==> src/rtl/cdate_pkg.sv <==
// shared types, constants and calendar functions for the calendar date counter
// no dependencies
`default_nettype none

package cdate_pkg;

    // operation codes
    localparam logic [1:0] OP_SET = 2'd0;
    localparam logic [1:0] OP_INC = 2'd1;
    localparam logic [1:0] OP_ADD = 2'd2;
    localparam logic [1:0] OP_SUB = 2'd3;

    // error codes
    localparam logic [1:0] ERR_OK        = 2'd0;
    localparam logic [1:0] ERR_BAD_MONTH = 2'd1;
    localparam logic [1:0] ERR_BAD_YEAR  = 2'd2;
    localparam logic [1:0] ERR_BAD_DAY   = 2'd3;

    // date limits and reset values
    localparam logic [3:0]  MONTH_FIRST = 4'd1;
    localparam logic [3:0]  MONTH_LAST  = 4'd12;
    localparam logic [4:0]  DAY_FIRST   = 5'd1;
    localparam logic [4:0]  FEB_LEAP    = 5'd29;
    localparam logic [11:0] YEAR_MIN    = 12'd1900;
    localparam logic [11:0] YEAR_MAX    = 12'd2100;
    localparam logic [11:0] YEAR_RESET  = 12'd1900;
    localparam logic [11:0] YEAR_STEP_DOWN = 12'd4;

    // default width of the add-days counter
    localparam int COUNT_BITS_DEF = 16;

    // month lengths, index 0 unused
    localparam logic [4:0] MONTH_DAYS [0:12] = '{
        5'd0, 5'd31, 5'd28, 5'd31, 5'd30, 5'd31, 5'd30,
        5'd31, 5'd31, 5'd30, 5'd31, 5'd30, 5'd31
    };

    // multiples of 100 and 400 that fit in 12 bits
    localparam int CENTURY_COUNT = 4095 / 100;
    localparam int QUAD_COUNT    = 4095 / 400;

    typedef struct packed {
        logic [1:0]  operation;
        logic [3:0]  new_month;
        logic [4:0]  new_day;
        logic [11:0] new_year;
        logic [15:0] day_count;
    } cdate_in_t;

    typedef struct packed {
        logic [3:0]  month_out;
        logic [4:0]  day_out;
        logic [11:0] year_out;
        logic [1:0]  error_code;
    } cdate_out_t;

    // controller to datapath
    typedef struct packed {
        logic load_cmd;
        logic exec;
        logic step_add;
        logic load_out;
    } cdate_cmd_t;

    // datapath to controller
    typedef struct packed {
        logic is_add;
        logic cnt_zero;
        logic out_free;
    } cdate_status_t;

    // gregorian leap rule, parallel compare against century marks
    function automatic logic is_leap(input logic [11:0] y);
        logic c100;
        logic c400;
        c100 = 1'b0;
        c400 = 1'b0;
        for (int k = 0; k <= CENTURY_COUNT; k++) begin
            if (y == 12'(k * 100)) c100 = 1'b1;
        end
        for (int k = 0; k <= QUAD_COUNT; k++) begin
            if (y == 12'(k * 400)) c400 = 1'b1;
        end
        return (y[1:0] == 2'b00) && (!c100 || c400);
    endfunction

    // days in month, 31 for a month code out of range
    function automatic logic [4:0] month_length(input logic [3:0] m, input logic [11:0] y);
        logic [4:0] len;
        if (m < MONTH_FIRST || m > MONTH_LAST) begin
            len = MONTH_DAYS[1];
        end else if (m == 4'd2 && is_leap(y)) begin
            len = FEB_LEAP;
        end else begin
            len = MONTH_DAYS[m];
        end
        return len;
    endfunction

endpackage

`default_nettype wire

==> src/rtl/cdate_dpath.sv <==
// datapath: date registers, add-days counter, command latch and result register
// depends on cdate_pkg
`default_nettype none

module cdate_dpath import cdate_pkg::*; #(
    parameter int COUNT_BITS = COUNT_BITS_DEF
) (
    input  wire logic          aclk,
    input  wire logic          aresetn,
    input  wire cdate_in_t     s_data,
    output cdate_out_t         m_data,
    output logic               m_valid,
    input  wire logic          m_ready,
    input  wire cdate_cmd_t    cmd,
    output cdate_status_t      status
);

    // latched request
    cdate_in_t req_reg;

    // date state
    logic [3:0]  month_reg, month_next;
    logic [4:0]  day_reg, day_next;
    logic [11:0] year_reg, year_next;
    logic [1:0]  err_reg, err_next;
    logic [COUNT_BITS-1:0] cnt_reg, cnt_next;

    // result register
    logic       m_valid_reg, m_valid_next;
    cdate_out_t m_data_reg;

    // one-day advance
    logic [4:0]  len_cur;
    logic [3:0]  inc_month;
    logic [4:0]  inc_day;
    logic [11:0] inc_year;

    // set checks
    logic       m_ok, y_ok, d_ok;
    logic [4:0] len_set;
    logic [31:0] count_ext;

    assign count_ext = 32'(req_reg.day_count);

    always_comb begin
        len_cur   = month_length(month_reg, year_reg);
        inc_month = month_reg;
        inc_day   = day_reg;
        inc_year  = year_reg;
        if (day_reg < len_cur) begin
            inc_day = day_reg + 5'd1;
        end else if (month_reg < MONTH_LAST) begin
            inc_month = month_reg + 4'd1;
            inc_day   = DAY_FIRST;
        end else begin
            inc_year  = year_reg + 12'd1;
            inc_month = MONTH_FIRST;
            inc_day   = DAY_FIRST;
        end
    end

    always_comb begin
        m_ok    = (req_reg.new_month >= MONTH_FIRST) && (req_reg.new_month <= MONTH_LAST);
        y_ok    = (req_reg.new_year >= YEAR_MIN) && (req_reg.new_year <= YEAR_MAX);
        len_set = month_length(req_reg.new_month, req_reg.new_year);
        d_ok    = (req_reg.new_day >= DAY_FIRST) && (req_reg.new_day <= len_set);
    end

    // next state of the date
    always_comb begin
        month_next = month_reg;
        day_next   = day_reg;
        year_next  = year_reg;
        err_next   = err_reg;
        cnt_next   = cnt_reg;
        if (cmd.exec) begin
            err_next = ERR_OK;
            case (req_reg.operation)
                OP_SET: begin
                    if (!m_ok) begin
                        err_next = ERR_BAD_MONTH;
                    end else begin
                        month_next = req_reg.new_month;
                        if (!y_ok) begin
                            err_next = ERR_BAD_YEAR;
                        end else begin
                            year_next = req_reg.new_year;
                            if (!d_ok) begin
                                err_next = ERR_BAD_DAY;
                            end else begin
                                day_next = req_reg.new_day;
                            end
                        end
                    end
                end
                OP_INC: begin
                    month_next = inc_month;
                    day_next   = inc_day;
                    year_next  = inc_year;
                end
                OP_ADD: begin
                    cnt_next = count_ext[COUNT_BITS-1:0];
                end
                default: begin
                    year_next = year_reg - YEAR_STEP_DOWN;
                end
            endcase
        end else if (cmd.step_add) begin
            month_next = inc_month;
            day_next   = inc_day;
            year_next  = inc_year;
            cnt_next   = cnt_reg - COUNT_BITS'(1);
        end
    end

    // control registers and date
    always_ff @(posedge aclk) begin
        if (!aresetn) begin
            month_reg   <= MONTH_FIRST;
            day_reg     <= DAY_FIRST;
            year_reg    <= YEAR_RESET;
            err_reg     <= ERR_OK;
            cnt_reg     <= '0;
            m_valid_reg <= 1'b0;
        end else begin
            month_reg   <= month_next;
            day_reg     <= day_next;
            year_reg    <= year_next;
            err_reg     <= err_next;
            cnt_reg     <= cnt_next;
            m_valid_reg <= m_valid_next;
        end
    end

    // result valid: set on load, cleared when taken
    always_comb begin
        m_valid_next = m_valid_reg;
        if (cmd.load_out) begin
            m_valid_next = 1'b1;
        end else if (m_ready) begin
            m_valid_next = 1'b0;
        end
    end

    // payload registers
    always_ff @(posedge aclk) begin
        if (cmd.load_cmd) begin
            req_reg <= s_data;
        end
        if (cmd.load_out) begin
            m_data_reg.month_out  <= month_reg;
            m_data_reg.day_out    <= day_reg;
            m_data_reg.year_out   <= year_reg;
            m_data_reg.error_code <= err_reg;
        end
    end

    assign m_valid         = m_valid_reg;
    assign m_data          = m_data_reg;
    assign status.is_add   = (req_reg.operation == OP_ADD);
    assign status.cnt_zero = (cnt_reg == '0);
    assign status.out_free = !m_valid_reg || m_ready;

    // a waiting result is never overwritten
    a_no_overwrite: assert property (@(posedge aclk) disable iff (!aresetn)
        cmd.load_out |-> (!m_valid_reg || m_ready))
        else $error("result overwritten before it was taken");

    // the add loop is finished whenever a result is loaded
    a_cnt_done: assert property (@(posedge aclk) disable iff (!aresetn)
        cmd.load_out |-> (cnt_reg == '0))
        else $error("result loaded with days still pending");

    // month stays a real month
    a_month_range: assert property (@(posedge aclk) disable iff (!aresetn)
        (month_reg >= MONTH_FIRST) && (month_reg <= MONTH_LAST))
        else $error("month register out of range");

    // only a set request reports an error
    a_err_set_only: assert property (@(posedge aclk) disable iff (!aresetn)
        (cmd.exec && req_reg.operation != OP_SET) |=> (err_reg == ERR_OK))
        else $error("error code on a non-set request");

endmodule

`default_nettype wire

==> src/rtl/cdate_ctrl.sv <==
// controller: sequences request intake, execution, the add-days loop and result load
// depends on cdate_pkg
`default_nettype none

module cdate_ctrl import cdate_pkg::*; (
    input  wire logic          aclk,
    input  wire logic          aresetn,
    input  wire logic          s_valid,
    output logic               s_ready,
    input  wire cdate_status_t status,
    output cdate_cmd_t         cmd
);

    localparam logic [1:0] ST_IDLE = 2'd0;
    localparam logic [1:0] ST_EXEC = 2'd1;
    localparam logic [1:0] ST_ADD  = 2'd2;
    localparam logic [1:0] ST_POST = 2'd3;

    logic [1:0] state_reg, state_next;

    // next state and commands
    always_comb begin
        state_next   = state_reg;
        s_ready      = 1'b0;
        cmd.load_cmd = 1'b0;
        cmd.exec     = 1'b0;
        cmd.step_add = 1'b0;
        cmd.load_out = 1'b0;
        case (state_reg)
            ST_IDLE: begin
                s_ready = 1'b1;
                if (s_valid) begin
                    cmd.load_cmd = 1'b1;
                    state_next   = ST_EXEC;
                end
            end
            ST_EXEC: begin
                cmd.exec   = 1'b1;
                state_next = status.is_add ? ST_ADD : ST_POST;
            end
            ST_ADD: begin
                if (status.cnt_zero) begin
                    state_next = ST_POST;
                end else begin
                    cmd.step_add = 1'b1;
                end
            end
            ST_POST: begin
                if (status.out_free) begin
                    cmd.load_out = 1'b1;
                    state_next   = ST_IDLE;
                end
            end
            default: begin
                state_next = ST_IDLE;
            end
        endcase
    end

    // state register
    always_ff @(posedge aclk) begin
        if (!aresetn) begin
            state_reg <= ST_IDLE;
        end else begin
            state_reg <= state_next;
        end
    end

    // a request leads to execution on the next cycle
    a_exec_follows: assert property (@(posedge aclk) disable iff (!aresetn)
        cmd.load_cmd |=> cmd.exec)
        else $error("request accepted without execution");

    // loop steps only while days remain
    a_step_guard: assert property (@(posedge aclk) disable iff (!aresetn)
        cmd.step_add |-> !status.cnt_zero)
        else $error("add step with zero count");

endmodule

`default_nettype wire

==> src/rtl/calendar_date_counter_core.sv <==
// calendar date counter: set, increment, add-days and minus-four-years on a gregorian date
// the add loop advances one day per cycle; a new request is accepted only after the previous
// result has been loaded into the output register, where a finished result waits until taken.
// synchronous active-low reset restores January 1, 1900 and an empty output.
// depends on cdate_pkg, cdate_ctrl, cdate_dpath
`default_nettype none

module calendar_date_counter_core import cdate_pkg::*; #(
    parameter int COUNT_BITS = COUNT_BITS_DEF
) (
    input  wire logic       aclk,
    input  wire logic       aresetn,
    input  wire logic       s_valid,
    output logic            s_ready,
    input  wire cdate_in_t  s_data,
    output logic            m_valid,
    input  wire logic       m_ready,
    output cdate_out_t      m_data
);

    cdate_cmd_t    cmd;
    cdate_status_t status;

    // sequencing
    cdate_ctrl u_ctrl (
        .aclk    (aclk),
        .aresetn (aresetn),
        .s_valid (s_valid),
        .s_ready (s_ready),
        .status  (status),
        .cmd     (cmd)
    );

    // date state and result register
    cdate_dpath #(
        .COUNT_BITS (COUNT_BITS)
    ) u_dpath (
        .aclk    (aclk),
        .aresetn (aresetn),
        .s_data  (s_data),
        .m_data  (m_data),
        .m_valid (m_valid),
        .m_ready (m_ready),
        .cmd     (cmd),
        .status  (status)
    );

endmodule

`default_nettype wire

==> config.mk <==
export PLATFORM = sky130hd
export DESIGN_NAME = calendar_date_counter_core
export DESIGN_NICKNAME = d
export VERILOG_FILES = /design/src/rtl/cdate_pkg.sv /design/src/rtl/cdate_dpath.sv /design/src/rtl/cdate_ctrl.sv /design/src/rtl/calendar_date_counter_core.sv
export SDC_FILE = /design/constraint.sdc
export NUM_CORES = 1
export LEC_CHECK = 0
export BUFFER_PORTS_ARGS = -buffer_cell sky130_fd_sc_hd__buf_2
export CAP_MARGIN = 25
export CORE_MARGIN = 5
export CORE_UTILIZATION = 54
export DETAILED_ROUTE_END_ITERATION = 8
export PLACE_DENSITY = 0.77
export SYNTH_ARGS = -nofsm -noshare
export SYNTH_HDL_FRONTEND = slang
export SYNTH_HIERARCHICAL = 1
export SYNTH_SLANG_ARGS = --single-unit
export TNS_END_PERCENT = 30
==> constraint.sdc <==
create_clock -name aclk -period 3.75 [get_ports aclk]
set_input_delay 0.9375 -clock aclk [delete_from_list [all_inputs] [get_ports aclk]]
set_output_delay 0.9375 -clock aclk [all_outputs]
set_load 0.01 [all_outputs]
==> flow_summary.json, run 1 <==
{
  "ys_types": 92,
  "diodes": 0,
  "ys_seq_area_share_pct": 40.8,
  "path_buf_inv": 2,
  "worst_slack_ps": -4.75,
  "skew_ps": 9.25,
  "drt_wl_total_um": 19700,
  "pre_cts_ws_ps": -274,
  "die_w_um": 121,
  "via_count": 6594,
  "arrival_ps": 4010,
  "rsz0062_at_grt": "true",
  "place_congestion": 0.958,
  "drive_gt1_share_pct": 30.3,
  "dpl.hpwl_um": 14000,
  "path_class": "reg2reg",
  "portBuffers": 67,
  "die_h_um": 121,
  "ys.warnings.count": 6,
  "cts_root_buf": "clkbuf_16",
  "synth_area_um2": 6620,
  "min_from": "u_dpath/err_reg[0]",
  "run_status": "complete, but fails checks",
  "yosys-top-cells-area": "edfxtp_1 (28%), dfxtp_1 (13%), ha_1 (4.7%)",
  "p_leak_nw": 3.14,
  "synth_adder_area_share_pct": 4.73,
  "worst_pin_slew_ps": 836,
  "p_per_area_nw_per_um2": 695,
  "rows": 40,
  "maxCapViolations": 0,
  "synth_xor_xnor_area_share_pct": 0.927,
  "cp_max_fo": 4,
  "async_reset_ff_share_pct": 0,
  "synth_top_family_by_area": "simple AND/OR/NAND/NOR gates",
  "synth_compound_area_share_pct": 20.6,
  "finalHoldViolCount": 0,
  "wire_per_inst_um": 19.3,
  "min_period_ps": 3750,
  "htree_levels": 3,
  "startpoint_type": "flop",
  "r2r-end": "u_dpath/month_reg[2]",
  "holdPathStages": 0,
  "ff2ff_setup_slack_ps": -5,
  "critical-path-max-stage-delay_ps": 500,
  "slew_headroom_pct": 42.8,
  "required_ps": 4010,
  "start_util_pct": 55.1,
  "drv_slew": 0,
  "grt_max_degree": 40,
  "dieArea_um2": 14600,
  "hp-class": "reg2reg",
  "drtIter0Drc": 708,
  "slowest_stage": "or4b_4",
  "worstSetupEndpointType": "flop",
  "pin_count": 68,
  "synth_area_leader_cell": "edfxtp_1",
  "finish.utilization_pct": 69.3,
  "antenna_found_initial": 0,
  "antenna_left": 0,
  "grt_usage_pct": 26.9,
  "grt_pass1_vias": 6301,
  "synth_top_flop_cell": "edfxtp_1",
  "tns_ps": -4.75,
  "clock_path_buffers": 2,
  "path_cells": "buf_4, or4b_4, o22ai_1, a211oi_1, o32a_1, nand4b_4, o21ai_4, nor4b_4, ha_1, nand4_1, a211oi_2, o41ai_2, nor3_2, buf_4, and3b_1, a211oi_2, o311ai_2",
  "avgSynthCellArea_um2": 9.03,
  "max_freq_ghz": 0.266,
  "synth_edf_count": 62,
  "synth_cells": 733,
  "synth_top_area_share_pct": 28.1,
  "final_common_cell": "buf_4",
  "period_share_pct": 100,
  "grt-ovfl-total": 0,
  "dr.pass1.iters": 7,
  "cts_tree": "yes",
  "synth.area.mux_share_pct": 1.40,
  "worstReg2RegStart": "u_dpath/year_reg[7]",
  "finish.instance_area_um2": 8330,
  "holdPathEnd": "u_dpath/m_data[0]",
  "yosys.area_share.simple_pct": 26.3,
  "area_growth_pct": 25.9,
  "placedInstanceArea_um2": 7600,
  "nets": 934,
  "grt_first_pass_wirelength_um": 31600,
  "coreArea_um2": 12000,
  "cts_sinks": 104,
  "clkTransAtPathRegs_ps": 80,
  "reg2reg_depth": 17,
  "ys_ff_latch": 104,
  "setup_viol": 1,
  "ir_drop_uv": 518,
  "final_cell_mix": "buf_4 (97), nand2_1 (68), buf_2 (67)",
  "route.detailed.drc": 0,
  "violations": "negative setup slack",
  "via_per_inst": 6.48,
  "cts_buffers": 9,
  "crit_family": "simple AND/OR/NAND/NOR gates",
  "clock_latency_ps": 360
}
==> how the worst max path moves through the flow <==
| stage | startpoint | to | slack (ps) | depth (start not counted) |
|---|---|---|---|---|
| floorplan | u_dpath/year_reg[0] | u_dpath/year_reg[1] | -20 | 18 |
| global placement | u_dpath/year_reg[0] | u_dpath/year_reg[10] | -130 | 17 |
| detailed placement | u_dpath/year_reg[0] | u_dpath/year_reg[10] | -270 | 17 |
| CTS | u_dpath/year_reg[10] | u_dpath/year_reg[10] | -20 | 15 |
| global route | u_dpath/year_reg[6] | u_dpath/month_reg[2] | -220 | 17 |
| finish | u_dpath/year_reg[7] | u_dpath/month_reg[2] | -5 | 17 |
==> cells by family (layout without fill, tap and decap cells) <==
| kind of cell | Yosys count | in the layout |
|---|---|---|
| other | 1 | 6 |
| muxes | 9 | 9 |
| and+or+nand+nor | 318 | 318 |
| xor gates and xnor gates | 7 | 7 |
| buffers and inverters | 80 | 213 |
| adders and majority gates | 25 | 25 |
| DFF | 104 | 104 |
| AOI/OAI and AO/OA | 189 | 189 |
==> layout make-up <==
type / count / area [µm²]
flip-flops and latches: 104 / 2730
well taps: 147 / 184
repair buffers: 172 / 1180
clock inverters: 7 / 90.1
multi-input cells: 554 / 3820
fillers: 932 / 3680
clock buffers: 9 / 225
inverters: 25 / 96.3
==> per-stage QoR <==
step	total power (W)	hold WS (ps)	std cells
after detailed placement	0.00448	418	989
after global placement	0.00439	413	989
after CTS	0.00559	436	1009
final	0.00579	443	1018
after floorplan	0.00361	403	738
after global routing	0.00616	451	1018
==> routing by layer <==
| layer | share of wire (%) | vias to the layer above | global-route usage, % |
|---|---|---|---|
| li1 | - | 3052 | - |
| met4 | 3.2 | 0 | 10.3 |
| met1 | 40 | 3127 | 33.9 |
| met2 | 48 | 352 | 45.5 |
| met3 | 8.1 | 63 | 5.14 |
| met5 | 0 | - | 0 |
==> power breakdown <==
part	total [W]	internal, W	switching, W
Sequential	0.00185	0.00153	0.000325
Combinational	0.00295	0.00126	0.00169
Clock	0.000988	0.000532	0.000457
==> synth_stat cells, types with 6 or more instances <==
library cell	n
o31ai_1	7
buf_2	8
nor3_1	36
clkbuf_1	40
edfxtp_1	62
dfxtp_1	42
nor4_1	14
nand2_1	71
mux2i_1	7
nor3b_1	6
nor2b_1	14
ha_1	25
nand4_1	18
o21ai_0	37
a31oi_1	9
nand4b_1	6
nor2_1	56
inv_1	23
or4_1	10
a21oi_1	38
a211oi_1	12
nand3_1	28
nand2b_1	12
o22ai_1	9
==> timing repair <==
item / CTS / global route
hold buffers: 0 / 0
setup endpoints to repair: 18 / 20
pin swaps: 14 / 21
buffers inserted: 4 / 8
gates resized for setup: 33 / 47
Power figures use the tool's default switching activity.
==> inputs of run 2 (changes only) <==
CORE_UTILIZATION = 60   (was 54)
PLACE_DENSITY = 0.81   (was 0.77)
clock period = 3.9 ns   (was 3.75 ns; I/O delays follow)
==> run 2 against run 1 <==
The flow still finishes with violations (negative setup slack). Combinational power barely moved. Sequential share of layout area rose by 0.41 points. Largest cell class unchanged. Clock-buffer cell count rose by 1. Core utilization rose by 6.1 points. Register-to-register slack got worse by 70 ps. Routed wire length rose by 3.9%.
==> flow_summary.json, run 2 (same netlist as run 1, synthesis figures left out) <==
{
  "grt_usage_pct": 30.5,
  "skew_ps": 11.2,
  "drtIter0Drc": 704,
  "start_util_pct": 61.0,
  "clock_path_buffers": 2,
  "final_cell_mix": "buf_4 (100), nand2_1 (70), buf_2 (67)",
  "path_buf_inv": 2,
  "antenna_left": 0,
  "violations": "negative setup slack",
  "grt_max_degree": 30,
  "cts_sinks": 104,
  "crit_family": "compound AO/OA/AOI/OAI gates",
  "run_status": "complete, but fails checks",
  "pre_cts_ws_ps": -188,
  "cts_buffers": 9,
  "antenna_found_initial": 0,
  "worstSetupEndpointType": "flop",
  "route.detailed.drc": 0,
  "diodes": 0,
  "final_cell_count_no_fill": 1015,
  "final_common_cell": "buf_4",
  "dpl.hpwl_um": 14300,
  "path_cells": "inv_2, ha_4, buf_6, and4b_1, o211ai_1, o21ai_2, a2111oi_4, nand4b_4, o21ai_2, nor4b_4, ha_1, nand4_1, a21oi_2, a211oi_4, or4_4, o21ai_2, nand2_1, a221o_1",
  "critical-path-max-stage-delay_ps": 570,
  "htree_levels": 3,
  "setup_viol": 3,
  "wire_per_inst_um": 20.2,
  "pin_count": 68,
  "path_class": "reg2reg",
  "cts_hold_buf": 0,
  "area_growth_pct": 23.6,
  "drive_gt1_share_pct": 29.1,
  "tns_ps": -134,
  "holdWs_ps": 456,
  "startpoint_type": "flop",
  "clkPwrFrac_pct": 13.0,
  "p_per_area_nw_per_um2": 667,
  "slowest_stage": "or4_4",
  "portBuffers": 67,
  "p_total_w": 0.00546,
  "dr.pass1.iters": 6,
  "grt_first_pass_wirelength_um": 32400,
  "clock_latency_ps": 380,
  "p_leak_nw": 3.12,
  "rsz0062_at_grt": "true",
  "via_per_inst": 6.63,
  "cp_max_fo": 4,
  "maxCapViolations": 0,
  "drt_wl_total_um": 20500,
  "switching_share_pct": 44.7,
  "clkTransAtPathRegs_ps": 100,
  "max_freq_ghz": 0.252,
  "die_w_um": 115,
  "p_comb_share_pct": 54.6,
  "internal_power_w": 0.00301,
  "power_switching_w": 0.00244,
  "min_period_ps": 3970,
  "cts_tree": "yes",
  "coreArea_um2": 10800,
  "cts_root_buf": "clkbuf_8",
  "critPathMostFrequentCell": "o21ai_2",
  "place_congestion": 0.927,
  "arrival_ps": 4240,
  "finalHoldViolCount": 0,
  "die_h_um": 115,
  "place_inst": 984,
  "ir_drop_uv": 601,
  "period_share_pct": 102,
  "hp-class": "reg2reg",
  "p_seq_share_pct": 32.4,
  "nets": 938,
  "grt-ovfl-total": 0,
  "worst_slack_ps": -74.8,
  "fill_cells": 705,
  "via_count": 6728,
  "worst_pin_slew_ps": 930,
  "rows": 38,
  "slew_headroom_pct": 38.0,
  "drv_slew": 0,
  "grt_pass1_vias": 6580,
  "dieArea_um2": 13200,
  "required_ps": 4170
}
## run 2: power groups by stage
| stage | clock (W) | combinational [W] | sequential, W |
|---|---|---|---|
| floorplan | 0 | 0.00182 | 0.00165 |
| global placement | 0 | 0.00252 | 0.00174 |
| finish | 0.000710 | 0.00298 | 0.00177 |
| global route | 0.000767 | 0.00323 | 0.00179 |
| detailed placement | 0 | 0.00260 | 0.00177 |
| CTS | 0.000716 | 0.00273 | 0.00175 |
## run 2: layout make-up
cell class | instances | area, µm² | share of cell area, %
sequential | 104 | 2720 | 33.2
inverter | 25 | 93.8 | 1.15
tap | 140 | 175 | 2.14
clock buffer | 10 | 128 | 1.56
clock inverter | 6 | 77.6 | 0.949
multi-input combinational | 554 | 3780 | 46.3
timing repair buffer | 176 | 1200 | 14.7
## run 2: final timing paths
kind / endpoint / start / depth (start not counted) / slack [ps]
setup / recovery: u_dpath/year_reg[10] / u_dpath/year_reg[1] / 18 / -70
hold / removal: u_dpath/m_data[1] / u_dpath/err_reg[1] / 0 / 460
setup reg to reg: u_dpath/year_reg[10] / u_dpath/year_reg[1] / 18 / -70
hold reg to reg: u_dpath/m_data[1] / u_dpath/err_reg[1] / 0 / 460
## run 2: layer usage
metal | GRT usage, % | routed length, µm
met3 | 5.89 | 1720
met4 | 15.0 | 1050
met2 | 51.9 | 9920
met1 | 37.1 | 7770
met5 | 0 | 0
## run 2: what timing repair did
item,in CTS,in global routing
setup buffers,5,12
gates cloned,0,0
hold endpoints to repair,0,0
setup endpoints to repair,15,22
pin swaps,9,26
resized for setup,33,30
## run 2: through the flow
step / cell area [µm²] / util (%)
after global routing: 8180 / 75.4
after floorplan: 6640 / -
final: 8180 / 75.4
after global placement: 7600 / 70.2
after detailed placement: 7600 / 70.2
after CTS: 7970 / 73.5
==> inputs of run 3 (changes only) <==
CTS_CLUSTER_SIZE = 8   (was not set)
REMOVE_ABC_BUFFERS = 1   (was not set)
==> run 3 against run 2 <==
The flow now finishes without violations. Clock power shrank 11%. Critical path depth shrank 1. Largest cell class unchanged. Flip-flop and latch count is the same.
==> flow_summary.json, run 3 (same netlist as run 1, synthesis figures left out) <==
{
  "run_status": "completed",
  "dr.pass1.iters": 6,
  "cts_buffers": 9,
  "worst_pin_slew_ps": 991,
  "clock_latency_ps": 390,
  "antenna_left": 0,
  "startpoint_type": "flop",
  "die_w_um": 115,
  "ir_drop_uv": 582,
  "place_inst": 983,
  "cts_tree": "yes",
  "cts_root_buf": "clkbuf_8",
  "cts_sinks": 104,
  "grt_max_degree": 29,
  "place_congestion": 0.944,
  "clkTransAtPathRegs_ps": 100,
  "grt_usage_pct": 28.9,
  "via_per_inst": 6.51,
  "grt-ovfl-total": 0,
  "drv_slew": 0,
  "final_cell_count_no_fill": 1002,
  "period_share_pct": 99.8,
  "seq_area_um2": 2720,
  "area_growth_pct": 21.9,
  "required_ps": 4230,
  "dpl.hpwl_um": 14000,
  "cp_max_fo": 14,
  "grt_pass1_vias": 6331,
  "cts_hold_buf": 0,
  "drt_wl_total_um": 19400,
  "die_h_um": 115,
  "via_count": 6526,
  "rows": 38,
  "portBuffers": 67,
  "start_util_pct": 61.0,
  "p_per_area_nw_per_um2": 641,
  "antenna_found_initial": 0,
  "grt_first_pass_wirelength_um": 30500,
  "coreArea_um2": 10800,
  "rsz0062_at_grt": "true",
  "ff2ff_setup_slack_ps": 8,
  "fill_cells": 749,
  "dieArea_um2": 13200,
  "drive_gt1_share_pct": 28.8,
  "wire_per_inst_um": 19.3,
  "clock_path_buffers": 2,
  "route.detailed.drc": 0,
  "worstSetupEndpointType": "flop",
  "nets": 925,
  "htree_levels": 3,
  "min_period_ps": 3890,
  "drtIter0Drc": 701,
  "max_freq_ghz": 0.257,
  "diodes": 0,
  "setup_viol": 0,
  "maxCapViolations": 0,
  "path_class": "reg2reg",
  "hp-class": "reg2reg",
  "p_leak_nw": 3.04,
  "skew_ps": 12.7,
  "finalHoldViolCount": 0,
  "pin_count": 68,
  "slew_headroom_pct": 33.9,
  "final_common_cell": "buf_4",
  "holdWs_ps": 448,
  "final_cell_mix": "buf_4 (92), nand2_1 (69), buf_2 (67)",
  "multi_input_area_um2": 3800,
  "arrival_ps": 4220
}
## run 3: cell count changes in the layout (fill, tap and decap cells not counted), moves of 2 or more
| cell | previous run | this run |
|---|---|---|
| ha_2 | 2 | 4 |
| buf_4 | 100 | 92 |
| inv_6 | 0 | 2 |
| nor4_1 | 13 | 11 |
| buf_6 | 8 | 1 |
| ha_1 | 22 | 20 |
| inv_8 | 2 | 0 |
| nand3_1 | 26 | 28 |
| nand3_2 | 2 | 0 |
| nor4_4 | 0 | 2 |
| clkinv_2 | 0 | 2 |
## run 3: critical path: stages (launching register included)
cell and delay (ps):
dfxtp_4 390, buf_12 150, or4b_4 530, o22ai_2 160
a211oi_2 80, o32a_1 210, nand4b_4 120, o21ai_2 70
nor4b_4 140, ha_2 330, nand4_1 120, a21oi_2 150
a211oi_2 60, buf_4 150, or4_4 510, buf_4 160
or4_1 380, nand3_1 90
## run 3: final cells by class
| type | instances | area share (%) |
|---|---|---|
| clock buffers | 10 | 1.58 |
| clock inverters | 6 | 0.652 |
| inverters | 25 | 1.16 |
| multi-input cells | 554 | 47.1 |
| flip-flops and latches | 104 | 33.7 |
| well taps | 140 | 2.17 |
| repair buffers | 163 | 13.6 |
## run 3: per-stage QoR
stage                     power (W)  cell area, µm²  TNS, ps  setup WS, ps  utilization (%)
after floorplan             0.00337            6390    -5550          -510                -
after global placement      0.00426            7600     -483         -78.0             70.1
after detailed placement    0.00436            7600    -2610          -290             70.1
after CTS                   0.00500            7850        0          27.0             72.4
after global routing        0.00554            8070     -819          -123             74.4
final                       0.00517            8070        0          8.17             74.4
## run 3: per-layer routing
layer | share of wire (%) | GRT usage (%) | wire (µm)
met4 | 3.3 | 12.4 | 636
met5 | 0 | 0 | 0
met1 | 40 | 36.2 | 7650
met2 | 49 | 48.8 | 9440
met3 | 8.4 | 5.53 | 1630
## run 3: where the power goes
part           total, W  switching [W]  internal (W)
clock network  0.000630       0.000388      0.000241
logic           0.00279        0.00164       0.00115
registers       0.00175       0.000288       0.00146
## run 3: path summary, 6_finish.rpt
path / startpoint / end / cells past startpoint
worst max-delay path: u_dpath/year_reg[6] / u_dpath/year_reg[8] / 17
worst min-delay path: u_dpath/err_reg[1] / u_dpath/m_data[1] / 0
worst max register to register: u_dpath/year_reg[6] / u_dpath/year_reg[8] / 17
worst min register to register: u_dpath/err_reg[1] / u_dpath/m_data[1] / 0
## run 3: what timing repair did
action / in CTS / in global routing
pin swaps: 11 / 6
setup buffers: 1 / 2
resized for setup: 24 / 43
endpoints found under the setup margin: 17 / 19
